==> config.mk <==
export PLATFORM = sky130hd
export DESIGN_NAME = usb_byte_stream_to_can_fd_frame
export DESIGN_NICKNAME = d
export VERILOG_FILES = /design/src/hw/rtl/usbcanfd_pkg.sv /design/src/hw/rtl/usb_byte_stream_to_can_fd_frame.sv /design/src/hw/rtl/usbcanfd_ram.sv /design/src/hw/rtl/usbcanfd_front.sv /design/src/hw/rtl/usbcanfd_job_fifo.sv /design/src/hw/rtl/usbcanfd_back.sv
export VERILOG_INCLUDE_DIRS = /design/src /design/src/hw/rtl
export SDC_FILE = /design/constraint.sdc
export NUM_CORES = 1
export LEC_CHECK = 0
export ABC_CLOCK_PERIOD_IN_PS = 9600
export BUFFER_PORTS_ARGS = -buffer_cell sky130_fd_sc_hd__buf_4
export CAP_MARGIN = 20
export CORE_MARGIN = 8
export CORE_UTILIZATION = 35
export DETAILED_ROUTE_END_ITERATION = 7
export MAX_ROUTING_LAYER = met4
export SETUP_SLACK_MARGIN = 0.5
export SLEW_MARGIN = 10
export SYNTH_ARGS = -nofsm -noshare
export SYNTH_HDL_FRONTEND = slang
export SYNTH_SLANG_ARGS = --single-unit
export TNS_END_PERCENT = 30
==> constraint.sdc <==
create_clock -name clk_i -period 9.6 [get_ports clk_i]
set_input_delay 0.96 -clock clk_i [delete_from_list [all_inputs] [get_ports clk_i]]
set_output_delay 0.96 -clock clk_i [all_outputs]
set_load 0.1 [all_outputs]
==> src/hw/rtl/usb_byte_stream_to_can_fd_frame_macros.svh <==
// Assertion macros used by the top level of the host-to-CAN-FD frame parser.
`ifndef USB_BYTE_STREAM_TO_CAN_FD_FRAME_MACROS_SVH
`define USB_BYTE_STREAM_TO_CAN_FD_FRAME_MACROS_SVH

// Same-cycle implication, sampled on clk_i and disabled during reset.
`define USBCANFD_ASSERT_NOW(lbl, ante, cons, msg) \
  lbl: assert property (@(posedge clk_i) disable iff (!rst_ni) (ante) |-> (cons)) \
    else $error(msg);

// Next-cycle implication, sampled on clk_i and disabled during reset.
`define USBCANFD_ASSERT_NEXT(lbl, ante, cons, msg) \
  lbl: assert property (@(posedge clk_i) disable iff (!rst_ni) (ante) |=> (cons)) \
    else $error(msg);

`endif

==> src/hw/rtl/usbcanfd_pkg.sv <==
// Types, codes and the length-code table of the host-to-CAN-FD frame parser.
package usbcanfd_pkg;

  // Largest payload of one frame.
  localparam int unsigned MaxPayloadDef = 64;
  // Entries of the job queue between parser and frame sender.
  localparam int unsigned JobDepthDef = 2;
  // Width of lengths and byte counters (holds 0 to 127).
  localparam int unsigned LenW = 7;
  // Default inter-byte timeout in ticks.
  localparam logic [15:0] TimeoutReset = 16'd10;
  // Footer byte that closes a packet.
  localparam logic [7:0] FooterByte = 8'hBB;
  // Largest standard identifier.
  localparam logic [31:0] StdIdMax = 32'h0000_07FF;
  // Longest classic CAN payload.
  localparam logic [LenW-1:0] ClassicMax = 7'd8;

  // Input beat kinds carried on tuser.
  typedef enum logic [1:0] {
    ACT_START = 2'd0,
    ACT_BYTE  = 2'd1,
    ACT_TICK  = 2'd2,
    ACT_NONE  = 2'd3
  } action_e;

  // Outcome of one packet.
  typedef enum logic [1:0] {
    ST_SENT    = 2'd0,
    ST_FOOTER  = 2'd1,
    ST_TIMEOUT = 2'd2,
    ST_CHANNEL = 2'd3
  } status_e;

  // One finished packet handed from the parser to the sender.
  typedef struct packed {
    status_e         status;
    logic            channel;
    logic [31:0]     can_id;
    logic [LenW-1:0] length;
    logic            bank;
  } job_t;

  // Payload bank given back by the sender when its frame is out.
  typedef struct packed {
    logic done;
    logic bank;
  } release_t;

  // CAN FD length code and the length it stands for.
  typedef struct packed {
    logic [3:0]      code;
    logic [LenW-1:0] coded;
  } dlc_t;

  // Round a payload length up to the next CAN FD length.
  function automatic dlc_t dlc_of(logic [LenW-1:0] len);
    dlc_t r;
    if (len <= 7'd8) begin
      r.code  = len[3:0];
      r.coded = len;
    end else if (len <= 7'd12) begin
      r.code = 4'd9;  r.coded = 7'd12;
    end else if (len <= 7'd16) begin
      r.code = 4'd10; r.coded = 7'd16;
    end else if (len <= 7'd20) begin
      r.code = 4'd11; r.coded = 7'd20;
    end else if (len <= 7'd24) begin
      r.code = 4'd12; r.coded = 7'd24;
    end else if (len <= 7'd32) begin
      r.code = 4'd13; r.coded = 7'd32;
    end else if (len <= 7'd48) begin
      r.code = 4'd14; r.coded = 7'd48;
    end else begin
      r.code = 4'd15; r.coded = 7'd64;
    end
    return r;
  endfunction

endpackage

==> src/hw/rtl/usb_byte_stream_to_can_fd_frame.sv <==
// Top level of the host byte stream to CAN FD transmit frame parser.
//
// A start beat arms the parser; data beats then carry the channel byte, four
// identifier bytes (least significant first), a length byte capped at
// MaxPayload, the payload and a 0xBB footer, and tick beats count toward the
// inter-byte timeout set through the configuration channel (reset value 10).
// A good packet comes out as one beat per byte of its CAN FD coded length
// (one beat for an empty frame), zero padded past the received length; a bad
// footer, a timeout or an unknown channel comes out as a single status beat.
// The parser takes one input beat per cycle. It holds tready low while the
// two-entry job queue is full, or while it is in the payload or footer phase
// and the payload RAM bank it writes still holds a frame being sent; the RAM
// has two banks, so one frame can be sent while the next is received. The
// sender fetches a job, then for each output beat reads one byte from the RAM
// and presents it, holding it until the sink takes it; a status beat skips the
// read. No clearing pass after reset.
`include "usb_byte_stream_to_can_fd_frame_macros.svh"

module usb_byte_stream_to_can_fd_frame #(
  parameter int unsigned MaxPayload = usbcanfd_pkg::MaxPayloadDef,
  parameter int unsigned JobDepth   = usbcanfd_pkg::JobDepthDef
) (
  input  logic        clk_i,
  input  logic        rst_ni,
  // Timeout register write channel.
  input  logic        cfg_valid_i,
  output logic        cfg_ready_o,
  input  logic [15:0] cfg_data_i,
  // Host beats.
  input  logic        s_axis_tvalid,
  output logic        s_axis_tready,
  input  logic [7:0]  s_axis_tdata,   // [7:0] data_byte
  input  logic [1:0]  s_axis_tuser,   // [1:0] action
  // Result beats.
  output logic        m_axis_tvalid,
  input  logic        m_axis_tready,
  // [0] channel, [32:1] can_id, [33] extended_id, [37:34] dlc_code,
  // [38] fd_format, [39] bit_rate_switch, [47:40] payload_byte
  output logic [47:0] m_axis_tdata,
  output logic [2:0]  m_axis_tuser,   // [1:0] status, [2] byte_valid
  output logic        m_axis_tlast
);
  import usbcanfd_pkg::*;

  localparam int unsigned RamAddrW = $clog2(MaxPayload) + 1;
  localparam int unsigned RamDepth = 2 ** RamAddrW;

  logic                job_push;
  job_t                job_in;
  logic                job_full;
  logic                job_pop;
  job_t                job_out;
  logic                job_empty;
  release_t            rel;
  logic                ram_we;
  logic [RamAddrW-1:0] ram_waddr;
  logic [7:0]          ram_wdata;
  logic                ram_re;
  logic [RamAddrW-1:0] ram_raddr;
  logic [7:0]          ram_rdata;

  // The register may be written at any cycle.
  assign cfg_ready_o = 1'b1;

  usbcanfd_front #(
    .MaxPayload (MaxPayload)
  ) u_front (
    .clk_i       (clk_i),
    .rst_ni      (rst_ni),
    .in_valid_i  (s_axis_tvalid),
    .in_ready_o  (s_axis_tready),
    .in_action_i (s_axis_tuser),
    .in_byte_i   (s_axis_tdata),
    .cfg_we_i    (cfg_valid_i && cfg_ready_o),
    .cfg_data_i  (cfg_data_i),
    .job_push_o  (job_push),
    .job_o       (job_in),
    .job_full_i  (job_full),
    .rel_i       (rel),
    .ram_we_o    (ram_we),
    .ram_waddr_o (ram_waddr),
    .ram_wdata_o (ram_wdata)
  );

  usbcanfd_job_fifo #(
    .Depth (JobDepth)
  ) u_job_fifo (
    .clk_i   (clk_i),
    .rst_ni  (rst_ni),
    .push_i  (job_push),
    .data_i  (job_in),
    .full_o  (job_full),
    .pop_i   (job_pop),
    .data_o  (job_out),
    .empty_o (job_empty)
  );

  usbcanfd_ram #(
    .Width (8),
    .Depth (RamDepth)
  ) u_payload_ram (
    .clk_i   (clk_i),
    .we_i    (ram_we),
    .waddr_i (ram_waddr),
    .wdata_i (ram_wdata),
    .re_i    (ram_re),
    .raddr_i (ram_raddr),
    .rdata_o (ram_rdata)
  );

  usbcanfd_back #(
    .MaxPayload (MaxPayload)
  ) u_back (
    .clk_i       (clk_i),
    .rst_ni      (rst_ni),
    .job_i       (job_out),
    .job_empty_i (job_empty),
    .job_pop_o   (job_pop),
    .rel_o       (rel),
    .ram_re_o    (ram_re),
    .ram_raddr_o (ram_raddr),
    .ram_rdata_i (ram_rdata),
    .out_valid_o (m_axis_tvalid),
    .out_ready_i (m_axis_tready),
    .out_data_o  (m_axis_tdata),
    .out_user_o  (m_axis_tuser),
    .out_last_o  (m_axis_tlast)
  );

  // A job is never offered to a full queue.
  `USBCANFD_ASSERT_NOW(a_no_job_overflow, job_push, !job_full, "job pushed into full queue")

  // A status beat is a single beat with no payload.
  `USBCANFD_ASSERT_NOW(a_status_single, m_axis_tvalid && (m_axis_tuser[1:0] != ST_SENT), m_axis_tlast && !m_axis_tuser[2], "status beat not single")

  // After the last beat of a run the sender goes back for a new job.
  `USBCANFD_ASSERT_NEXT(a_gap_after_last, m_axis_tvalid && m_axis_tready && m_axis_tlast, !m_axis_tvalid, "beat right after last")

  // Parser and sender never use the same payload bank at once.
  `USBCANFD_ASSERT_NOW(a_bank_apart, ram_we && ram_re, ram_waddr[RamAddrW-1] != ram_raddr[RamAddrW-1], "bank shared by parser and sender")

endmodule

==> src/hw/rtl/usbcanfd_ram.sv <==
// Generic single-write, single-read RAM with registered read data.
module usbcanfd_ram #(
  parameter int unsigned Width = 8,
  parameter int unsigned Depth = 128
) (
  input  logic                     clk_i,
  input  logic                     we_i,
  input  logic [$clog2(Depth)-1:0] waddr_i,
  input  logic [Width-1:0]         wdata_i,
  input  logic                     re_i,
  input  logic [$clog2(Depth)-1:0] raddr_i,
  output logic [Width-1:0]         rdata_o
);

  logic [Width-1:0] mem_q [Depth];

  // Write port.
  always_ff @(posedge clk_i) begin
    if (we_i) begin
      mem_q[waddr_i] <= wdata_i;
    end
  end

  // Read port, data valid the cycle after the enable.
  always_ff @(posedge clk_i) begin
    if (re_i) begin
      rdata_o <= mem_q[raddr_i];
    end
  end

endmodule

==> src/hw/rtl/usbcanfd_front.sv <==
// Packet parser: takes host beats, fills a payload bank and queues outcomes.
module usbcanfd_front #(
  parameter int unsigned MaxPayload = usbcanfd_pkg::MaxPayloadDef
) (
  input  logic                            clk_i,
  input  logic                            rst_ni,
  // Host beats.
  input  logic                            in_valid_i,
  output logic                            in_ready_o,
  input  logic [1:0]                      in_action_i,
  input  logic [7:0]                      in_byte_i,
  // Timeout register write.
  input  logic                            cfg_we_i,
  input  logic [15:0]                     cfg_data_i,
  // Job queue push side.
  output logic                            job_push_o,
  output usbcanfd_pkg::job_t              job_o,
  input  logic                            job_full_i,
  // Bank release from the sender.
  input  usbcanfd_pkg::release_t          rel_i,
  // Payload RAM write port.
  output logic                            ram_we_o,
  output logic [$clog2(MaxPayload):0]     ram_waddr_o,
  output logic [7:0]                      ram_wdata_o
);
  import usbcanfd_pkg::*;

  localparam int unsigned IdxW = $clog2(MaxPayload);
  localparam logic [LenW-1:0] MaxLen = LenW'(MaxPayload);

  typedef enum logic [2:0] {
    F_IDLE,
    F_CHAN,
    F_ID,
    F_LEN,
    F_DATA,
    F_FOOT
  } phase_e;

  phase_e          phase_q, phase_d;
  logic            chan_bit_q, chan_bit_d;
  logic            chan_bad_q, chan_bad_d;
  logic [31:0]     id_q, id_d;
  logic [LenW-1:0] len_q, len_d;
  logic [LenW-1:0] cnt_q, cnt_d;
  logic [15:0]     idle_q, idle_d;
  logic [15:0]     timeout_q, timeout_d;
  logic            bank_q, bank_d;
  logic [1:0]      busy_q, busy_d;

  action_e         action;
  logic            accept;
  logic [15:0]     idle_inc;
  logic [LenW-1:0] cnt_inc;

  assign action   = action_e'(in_action_i);
  assign accept   = in_valid_i && in_ready_o;
  assign idle_inc = (idle_q != 16'hFFFF) ? idle_q + 16'd1 : idle_q;
  assign cnt_inc  = cnt_q + 7'd1;

  // Hold input while the queue is full or the bank in use is still being sent.
  assign in_ready_o = !job_full_i &&
                      !(((phase_q == F_DATA) || (phase_q == F_FOOT)) && busy_q[bank_q]);

  // Payload bytes go to the current bank at the running byte index.
  assign ram_we_o    = accept && (action == ACT_BYTE) && (phase_q == F_DATA);
  assign ram_waddr_o = {bank_q, cnt_q[IdxW-1:0]};
  assign ram_wdata_o = in_byte_i;

  // Parser next state and job generation.
  always_comb begin
    phase_d    = phase_q;
    chan_bit_d = chan_bit_q;
    chan_bad_d = chan_bad_q;
    id_d       = id_q;
    len_d      = len_q;
    cnt_d      = cnt_q;
    idle_d     = idle_q;
    timeout_d  = cfg_we_i ? cfg_data_i : timeout_q;
    bank_d     = bank_q;
    busy_d     = busy_q;
    job_push_o = 1'b0;
    job_o      = '0;

    if (rel_i.done) begin
      busy_d[rel_i.bank] = 1'b0;
    end

    if (accept) begin
      if (action == ACT_START) begin
        phase_d = F_CHAN;
        cnt_d   = '0;
        idle_d  = '0;
        id_d    = '0;
        len_d   = '0;
      end else if ((phase_q != F_IDLE) && (action == ACT_TICK)) begin
        idle_d = idle_inc;
        if (idle_inc >= timeout_q) begin
          job_push_o  = 1'b1;
          job_o.status = ST_TIMEOUT;
          phase_d     = F_IDLE;
        end
      end else if ((phase_q != F_IDLE) && (action == ACT_BYTE)) begin
        idle_d = '0;
        unique case (phase_q)
          F_CHAN: begin
            chan_bit_d = in_byte_i[0];
            chan_bad_d = (in_byte_i[7:1] != 7'd0);
            cnt_d      = '0;
            id_d       = '0;
            phase_d    = F_ID;
          end
          F_ID: begin
            case (cnt_q[1:0])
              2'd0:    id_d[7:0]   = in_byte_i;
              2'd1:    id_d[15:8]  = in_byte_i;
              2'd2:    id_d[23:16] = in_byte_i;
              default: id_d[31:24] = in_byte_i;
            endcase
            cnt_d = cnt_inc;
            if (cnt_q[1:0] == 2'd3) begin
              cnt_d   = '0;
              phase_d = F_LEN;
            end
          end
          F_LEN: begin
            len_d   = ({1'b0, in_byte_i} > {1'b0, 1'b0, MaxLen}) ? MaxLen
                                                                 : in_byte_i[LenW-1:0];
            cnt_d   = '0;
            phase_d = (len_d == '0) ? F_FOOT : F_DATA;
          end
          F_DATA: begin
            cnt_d = cnt_inc;
            if (cnt_inc >= len_q) begin
              phase_d = F_FOOT;
            end
          end
          F_FOOT: begin
            job_push_o = 1'b1;
            phase_d    = F_IDLE;
            if (in_byte_i != FooterByte) begin
              job_o.status = ST_FOOTER;
            end else if (chan_bad_q) begin
              job_o.status = ST_CHANNEL;
            end else begin
              job_o.status  = ST_SENT;
              job_o.channel = chan_bit_q;
              job_o.can_id  = id_q;
              job_o.length  = len_q;
              job_o.bank    = bank_q;
              busy_d[bank_q] = 1'b1;
              bank_d         = !bank_q;
            end
          end
          default: phase_d = F_IDLE;
        endcase
      end
    end
  end

  // Parser state, counters and bank ownership.
  always_ff @(posedge clk_i or negedge rst_ni) begin
    if (!rst_ni) begin
      phase_q    <= F_IDLE;
      chan_bit_q <= 1'b0;
      chan_bad_q <= 1'b0;
      id_q       <= '0;
      len_q      <= '0;
      cnt_q      <= '0;
      idle_q     <= '0;
      timeout_q  <= TimeoutReset;
      bank_q     <= 1'b0;
      busy_q     <= '0;
    end else begin
      phase_q    <= phase_d;
      chan_bit_q <= chan_bit_d;
      chan_bad_q <= chan_bad_d;
      id_q       <= id_d;
      len_q      <= len_d;
      cnt_q      <= cnt_d;
      idle_q     <= idle_d;
      timeout_q  <= timeout_d;
      bank_q     <= bank_d;
      busy_q     <= busy_d;
    end
  end

endmodule

==> src/hw/rtl/usbcanfd_job_fifo.sv <==
// Short queue of finished packets between parser and frame sender.
module usbcanfd_job_fifo #(
  parameter int unsigned Depth = usbcanfd_pkg::JobDepthDef
) (
  input  logic               clk_i,
  input  logic               rst_ni,
  input  logic               push_i,
  input  usbcanfd_pkg::job_t data_i,
  output logic               full_o,
  input  logic               pop_i,
  output usbcanfd_pkg::job_t data_o,
  output logic               empty_o
);
  import usbcanfd_pkg::*;

  localparam int unsigned PtrW = (Depth > 1) ? $clog2(Depth) : 1;
  localparam logic [PtrW:0] DepthVal = (PtrW + 1)'(Depth);
  localparam logic [PtrW-1:0] LastPtr = PtrW'(Depth - 1);

  job_t            slot_q [Depth];
  logic [PtrW-1:0] wptr_q, rptr_q;
  logic [PtrW:0]   count_q;

  assign full_o  = (count_q == DepthVal);
  assign empty_o = (count_q == '0);
  assign data_o  = slot_q[rptr_q];

  // Storage slots.
  always_ff @(posedge clk_i) begin
    if (push_i && !full_o) begin
      slot_q[wptr_q] <= data_i;
    end
  end

  // Pointers and fill count.
  always_ff @(posedge clk_i or negedge rst_ni) begin
    if (!rst_ni) begin
      wptr_q  <= '0;
      rptr_q  <= '0;
      count_q <= '0;
    end else begin
      if (push_i && !full_o) begin
        wptr_q <= (wptr_q == LastPtr) ? '0 : wptr_q + 1'b1;
      end
      if (pop_i && !empty_o) begin
        rptr_q <= (rptr_q == LastPtr) ? '0 : rptr_q + 1'b1;
      end
      case ({push_i && !full_o, pop_i && !empty_o})
        2'b10:   count_q <= count_q + 1'b1;
        2'b01:   count_q <= count_q - 1'b1;
        default: count_q <= count_q;
      endcase
    end
  end

endmodule

==> src/hw/rtl/usbcanfd_back.sv <==
// Frame sender: turns queued packets into output beats, reading the payload RAM.
module usbcanfd_back #(
  parameter int unsigned MaxPayload = usbcanfd_pkg::MaxPayloadDef
) (
  input  logic                            clk_i,
  input  logic                            rst_ni,
  // Job queue pop side.
  input  usbcanfd_pkg::job_t              job_i,
  input  logic                            job_empty_i,
  output logic                            job_pop_o,
  // Bank release to the parser.
  output usbcanfd_pkg::release_t          rel_o,
  // Payload RAM read port.
  output logic                            ram_re_o,
  output logic [$clog2(MaxPayload):0]     ram_raddr_o,
  input  logic [7:0]                      ram_rdata_i,
  // Result beats.
  output logic                            out_valid_o,
  input  logic                            out_ready_i,
  output logic [47:0]                     out_data_o,
  output logic [2:0]                      out_user_o,
  output logic                            out_last_o
);
  import usbcanfd_pkg::*;

  localparam int unsigned IdxW = $clog2(MaxPayload);

  typedef enum logic [1:0] {
    B_IDLE,
    B_READ,
    B_SHOW
  } b_state_e;

  b_state_e        state_q;
  job_t            job_q;
  logic [LenW-1:0] k_q;

  dlc_t            dlc;
  logic [LenW-1:0] n_last;
  logic            big;
  logic            byte_ok;
  logic            beat_last;
  logic            take;

  assign dlc       = dlc_of(job_q.length);
  assign n_last    = (dlc.coded == '0) ? '0 : dlc.coded - 7'd1;
  assign big       = (job_q.length > ClassicMax);
  assign byte_ok   = (k_q < job_q.length);
  assign beat_last = (k_q == n_last);
  assign take      = (state_q == B_SHOW) && out_ready_i;

  assign job_pop_o   = (state_q == B_IDLE) && !job_empty_i;
  assign ram_re_o    = (state_q == B_READ);
  assign ram_raddr_o = {job_q.bank, k_q[IdxW-1:0]};

  // Give the bank back once the last beat of a sent frame is taken.
  assign rel_o.done = take && beat_last && (job_q.status == ST_SENT);
  assign rel_o.bank = job_q.bank;

  // Result beat fields.
  always_comb begin
    out_valid_o       = (state_q == B_SHOW);
    out_last_o        = beat_last;
    out_user_o[1:0]   = job_q.status;
    out_user_o[2]     = (dlc.coded != '0);
    out_data_o[0]     = job_q.channel;
    out_data_o[32:1]  = job_q.can_id;
    out_data_o[33]    = (job_q.can_id > StdIdMax);
    out_data_o[37:34] = dlc.code;
    out_data_o[38]    = big;
    out_data_o[39]    = big;
    out_data_o[47:40] = byte_ok ? ram_rdata_i : 8'd0;
  end

  // Sender sequence: fetch a job, then read and present one byte at a time.
  always_ff @(posedge clk_i or negedge rst_ni) begin
    if (!rst_ni) begin
      state_q <= B_IDLE;
      job_q   <= '0;
      k_q     <= '0;
    end else begin
      unique case (state_q)
        B_IDLE: begin
          if (!job_empty_i) begin
            job_q   <= job_i;
            k_q     <= '0;
            state_q <= (job_i.status == ST_SENT) ? B_READ : B_SHOW;
          end
        end
        B_READ: begin
          state_q <= B_SHOW;
        end
        B_SHOW: begin
          if (out_ready_i) begin
            if (beat_last) begin
              state_q <= B_IDLE;
            end else begin
              k_q     <= k_q + 7'd1;
              state_q <= B_READ;
            end
          end
        end
        default: state_q <= B_IDLE;
      endcase
    end
  end

endmodule

==> metrics list <==
- For this run, the top clock speed supported by timing is 186.3 MHz.
- Slew @ Worst Pin: 1.093 ns
* Chip height: 397.4 um
* CTS Hold Bufs: 0
- For the final routed database, the setup TNS stands at 0 ns.
- The largest single stage delay on the critical path is 0.55 ns.
* Number of placement rows: 140
- Final Hold Viols: 0
* Total I/O pin count: 86
- Antenna-violating nets left: 0
- Total of fill cells in the finished design: 13006
* Critical path type: flip-flop to output pin
* Post-synthesis async set-or-reset flop share: 11.27%
- Setup violations remaining at the end of the flow were counted as 0.
- Post-CTS Repair Setup Buffers: 0
- Global router's overall resource usage: 15.39%
- STA puts the critical path data required time at 8.64 ns.
- Residual overflow from global routing: 0
* Clock input transition at the sequential cells of the worst setup and hold paths: 0.06 ns
- Number of vias in the routed layout: 25308
* Met3 track demand over resource: 1.784%
- After layout, the worst setup slack is 4.233 ns.
- Counting every instance in the synthesized netlist gives 2709.
- After synthesis the cells add up to 50900 um2.
- Detailed placement finished with a half-perimeter wire length of 73130 um.
- In this run, post-CTS repair resized a total of 0 instances.
- Max-cap violations in this run came to 0.
- The layer flagged by global routing as most heavily used is met2.
- Of all nets on the critical path, the largest fanout is 14.
- Kind of path behind the tightest hold check: input pin to asynchronous set/reset pin
- Most used flip-flop cell after synthesis: edfxtp_1
- The number of max-slew violations in the final report came to 0.
- Worst-case setup slack after placement: 4.902 ns
- The worst register-to-register path has a setup slack of 4.90 ns.
- Entering global routing, the biggest net connects 117 pins.
- Nets in the synthesized netlist: 2780
* Unrepaired setup endpoints after global routing: false
* GR Layer Usage met2: 25.24%
- After detailed routing, the number of remaining DRC violations is 0.
- Average detailed-routed wire length per instance: 24.98 um
- The later pin in the worst-skew pair is clocked with a latency of 0.73 ns.
- Using the TritonRoute via totals, the vias-per-cell ratio works out to 5.257.
* Count of TritonRoute iterations in the first routing pass: 6
* Initial detailed-routing violation count: 2239
- The first global-routing pass estimated 177500 um of wire.
- Post-layout min period: 5.367 ns
- Number of buffers created by CTS: 119
- Sorting the synthesized cells by area gives the leading types as edfxtp_1 (66%), mux4_2 (15%), dfrtp_1 (6.9%), nor2_1 (1.3%), nand2_1 (1.3%).
- The run finished with clean final reports.
- Final #Nets: 2866
- Global routing used 20.73% of the available met1 tracks.
- Depth of the worst register-to-register path: 6
* Initial cell density of the core: 35.10%
- Data arrival time of the critical path: 4.41 ns
* Count of port buffers added during placement: 84
* Slowest stage cell on the critical path: or4_4
- At the end of the flow the core is filled with cells to 39.52%.
- The analysis attributes to cell leakage a power of 18.60 nW.
- Total power per unit cell area: 264.9 nW/um2
* Commonest cells in the netlist: edfxtp_1 (1118), mux4_2 (336), nor2_1 (178)
- Core region area: 145000 um2
- Of the cells placed in the final design, the portion with a size suffix greater than 1 is 23.65%.
- Element type at the critical path start: flip-flop
- Largest vdd supply drop: 0.2465 mV
- After detailed routing, the total wire length is 120300 um.
* Synthesis-to-finish area growth: 12.60%
- Clock buffer depth: 3
- Counting distinct cell types in the post-synthesis netlist gives 60.
* Mean instance size in the synthesized netlist: 18.79 um2
- Yosys mapped a number of flops with a built-in enable equal to 1118.
- The floorplan step set the die width to 397.4 um.
- edfxtp_1 is the most common cell in the netlist.
- Cell chain of the critical path: or3_1 > a21oi_1 > nand3_1 > ha_1 > and3_1 > o31a_1 > nor3_1 > o21ai_1 > or4_4 > inv_2 > buf_4
* Sequential area share after synthesis: 72.94%
* Area fraction of the dominant cell type after synthesis: 65.95%
- Slew headroom: 26.84%
- Tcrit/Tclk final: 55.90%
- Worst reg2reg path startpoint: u_back.k_q[1]
* Library cell with the largest summed area after synthesis: edfxtp_1
* Total Die Area: 157900 um2
- The via count of the first global-routing pass is 25656.
- Endpoint of the worst register-to-register path: u_payload_ram.rdata_o[3]
* Maximum clock skew at final layout: 0.03599 ns
- Number of sinks handled by clock tree synthesis: 1260
* TritonCTS clock tree: yes
- The clock tree synthesis step divided the H-tree into 3 levels.
* Synth Warn #: 0
* Antenna violations before repair: 3
- Hold timing on the final database bottoms out at a slack of 0.3621 ns.
* Placer Congestion: 0.7844
* Cell at the root of the clock tree: clkbuf_16
- Nature of the critical path endpoint: output pin
- Seq cells post-synth: 1260
==> area by class of cell <==
cell class | count | area (um2) | area share [%]
clock buffer | 142 | 3085 | 5.383
inverter | 42 | 157.7 | 0.2751
tap | 1917 | 2399 | 4.185
antenna | 1 | 2.502 | 0.004366
clock inverter | 80 | 648.1 | 1.131
timing repair buffer | 145 | 1117 | 1.949
multi-input combinational | 1227 | 12760 | 22.27
sequential | 1260 | 37140 | 64.81
==> worst max path at each step <==
stage	start	end	slack (ns)	depth (start not counted)
floorplan	u_front.idle_q[3]	u_job_fifo.slot_q[0][0]	4.52	14
global placement	u_back.k_q[1]	u_payload_ram.rdata_o[4]	4.91	6
detailed placement	u_back.k_q[1]	u_payload_ram.rdata_o[3]	4.90	6
CTS	u_back.job_q[3]	m_axis_tlast	4.22	11
global route	u_back.job_q[1]	m_axis_tlast	3.97	12
finish	u_back.job_q[1]	m_axis_tlast	4.23	11
==> flip-flops by register name (all words and copies together), names as in the netlist, 3 cells and up <==
register,cells
u_front.cnt_q,7
u_front.id_q,32
u_front.phase_q,3
u_front.idle_q,16
u_back.job_q,7
u_back.k_q,7
u_back.out_data_o,33
u_front.timeout_q,16
u_front.len_q,7
u_job_fifo.slot_q,86
u_payload_ram.mem_q,1024
u_payload_ram.rdata_o,8
==> placed cells by master (no fill, tap or decap), types with 6 or more instances in the layout <==
cell / Yosys / routed
clkinvlp_4: 0 / 9
o21ai_0: 122 / 122
mux4_2: 336 / 336
clkbuf_1: 89 / 22
bufinv_16: 0 / 7
nand2_1: 174 / 174
xor2_1: 6 / 6
edfxtp_1: 1118 / 1118
clkbuf_16: 0 / 120
clkinv_1: 0 / 29
inv_1: 40 / 40
xnor2_1: 18 / 18
nor2b_1: 16 / 15
nand2b_1: 14 / 14
nand3_1: 27 / 27
nand4_1: 10 / 10
mux2_2: 12 / 12
a21oi_1: 27 / 27
ha_1: 40 / 40
mux2i_1: 48 / 48
or3_1: 8 / 7
o31ai_1: 16 / 16
and2_1: 13 / 13
a211oi_1: 6 / 6
a22o_1: 8 / 8
clkinv_2: 0 / 24
and3_1: 42 / 42
or4_1: 9 / 9
a21o_1: 21 / 21
nor2_1: 178 / 176
nor3_1: 16 / 15
dfrtp_1: 140 / 135
buf_4: 46 / 142
o21ai_1: 7 / 7
==> layer usage <==
metal,up-vias,share of wire [%],wire [um]
met5,-,0,0
met4,0,1.8,2159
met3,157,5.2,6207
met2,730,50,60040
met1,13434,43,51870
li1,10987,-,-
==> through the flow <==
stage / total power (W) / cell area [um2] / cells
after floorplan: 0.009756 / 50900 / 2709
after global placement: 0.01078 / 53560 / 4588
after detailed placement: 0.01081 / 53560 / 4588
after CTS: 0.01534 / 57290 / 4810
after global routing: 0.01577 / 57320 / 4814
final: 0.01519 / 57320 / 4814
==> where the power goes <==
group | internal (W) | switching, W | total, W
Clock | 0.00249 | 0.00206 | 0.00454
Combinational | 0.00161 | 0.00247 | 0.00407
Sequential | 0.00621 | 0.000354 | 0.00657
==> critical path: cells and delay by family (launching register included) <==
family          cells  cell delay (ns)
simple gates        5             1.62
buf+inv             2             0.56
flops               1             0.53
fa+ha+maj           1             0.35
compound gates      3             0.64
==> cell families (layout without fill, tap and decap cells) <==
| family | Yosys count | in the layout | synth area share [%] |
|---|---|---|---|
| XOR/XNOR | 24 | 24 | 0.4129 |
| multiplexers | 396 | 396 | 16.08 |
| other | 1 | 2 | 0.007367 |
| flip-flops | 1260 | 1260 | 72.94 |
| AO/OA/AOI/OAI | 234 | 234 | 2.726 |
| adder cells (fa/ha/maj) | 40 | 40 | 0.9832 |
| AND/OR/NAND/NOR | 532 | 532 | 4.820 |
| buffers and inverters | 222 | 409 | 2.038 |
Power figures use the tool's default switching activity.
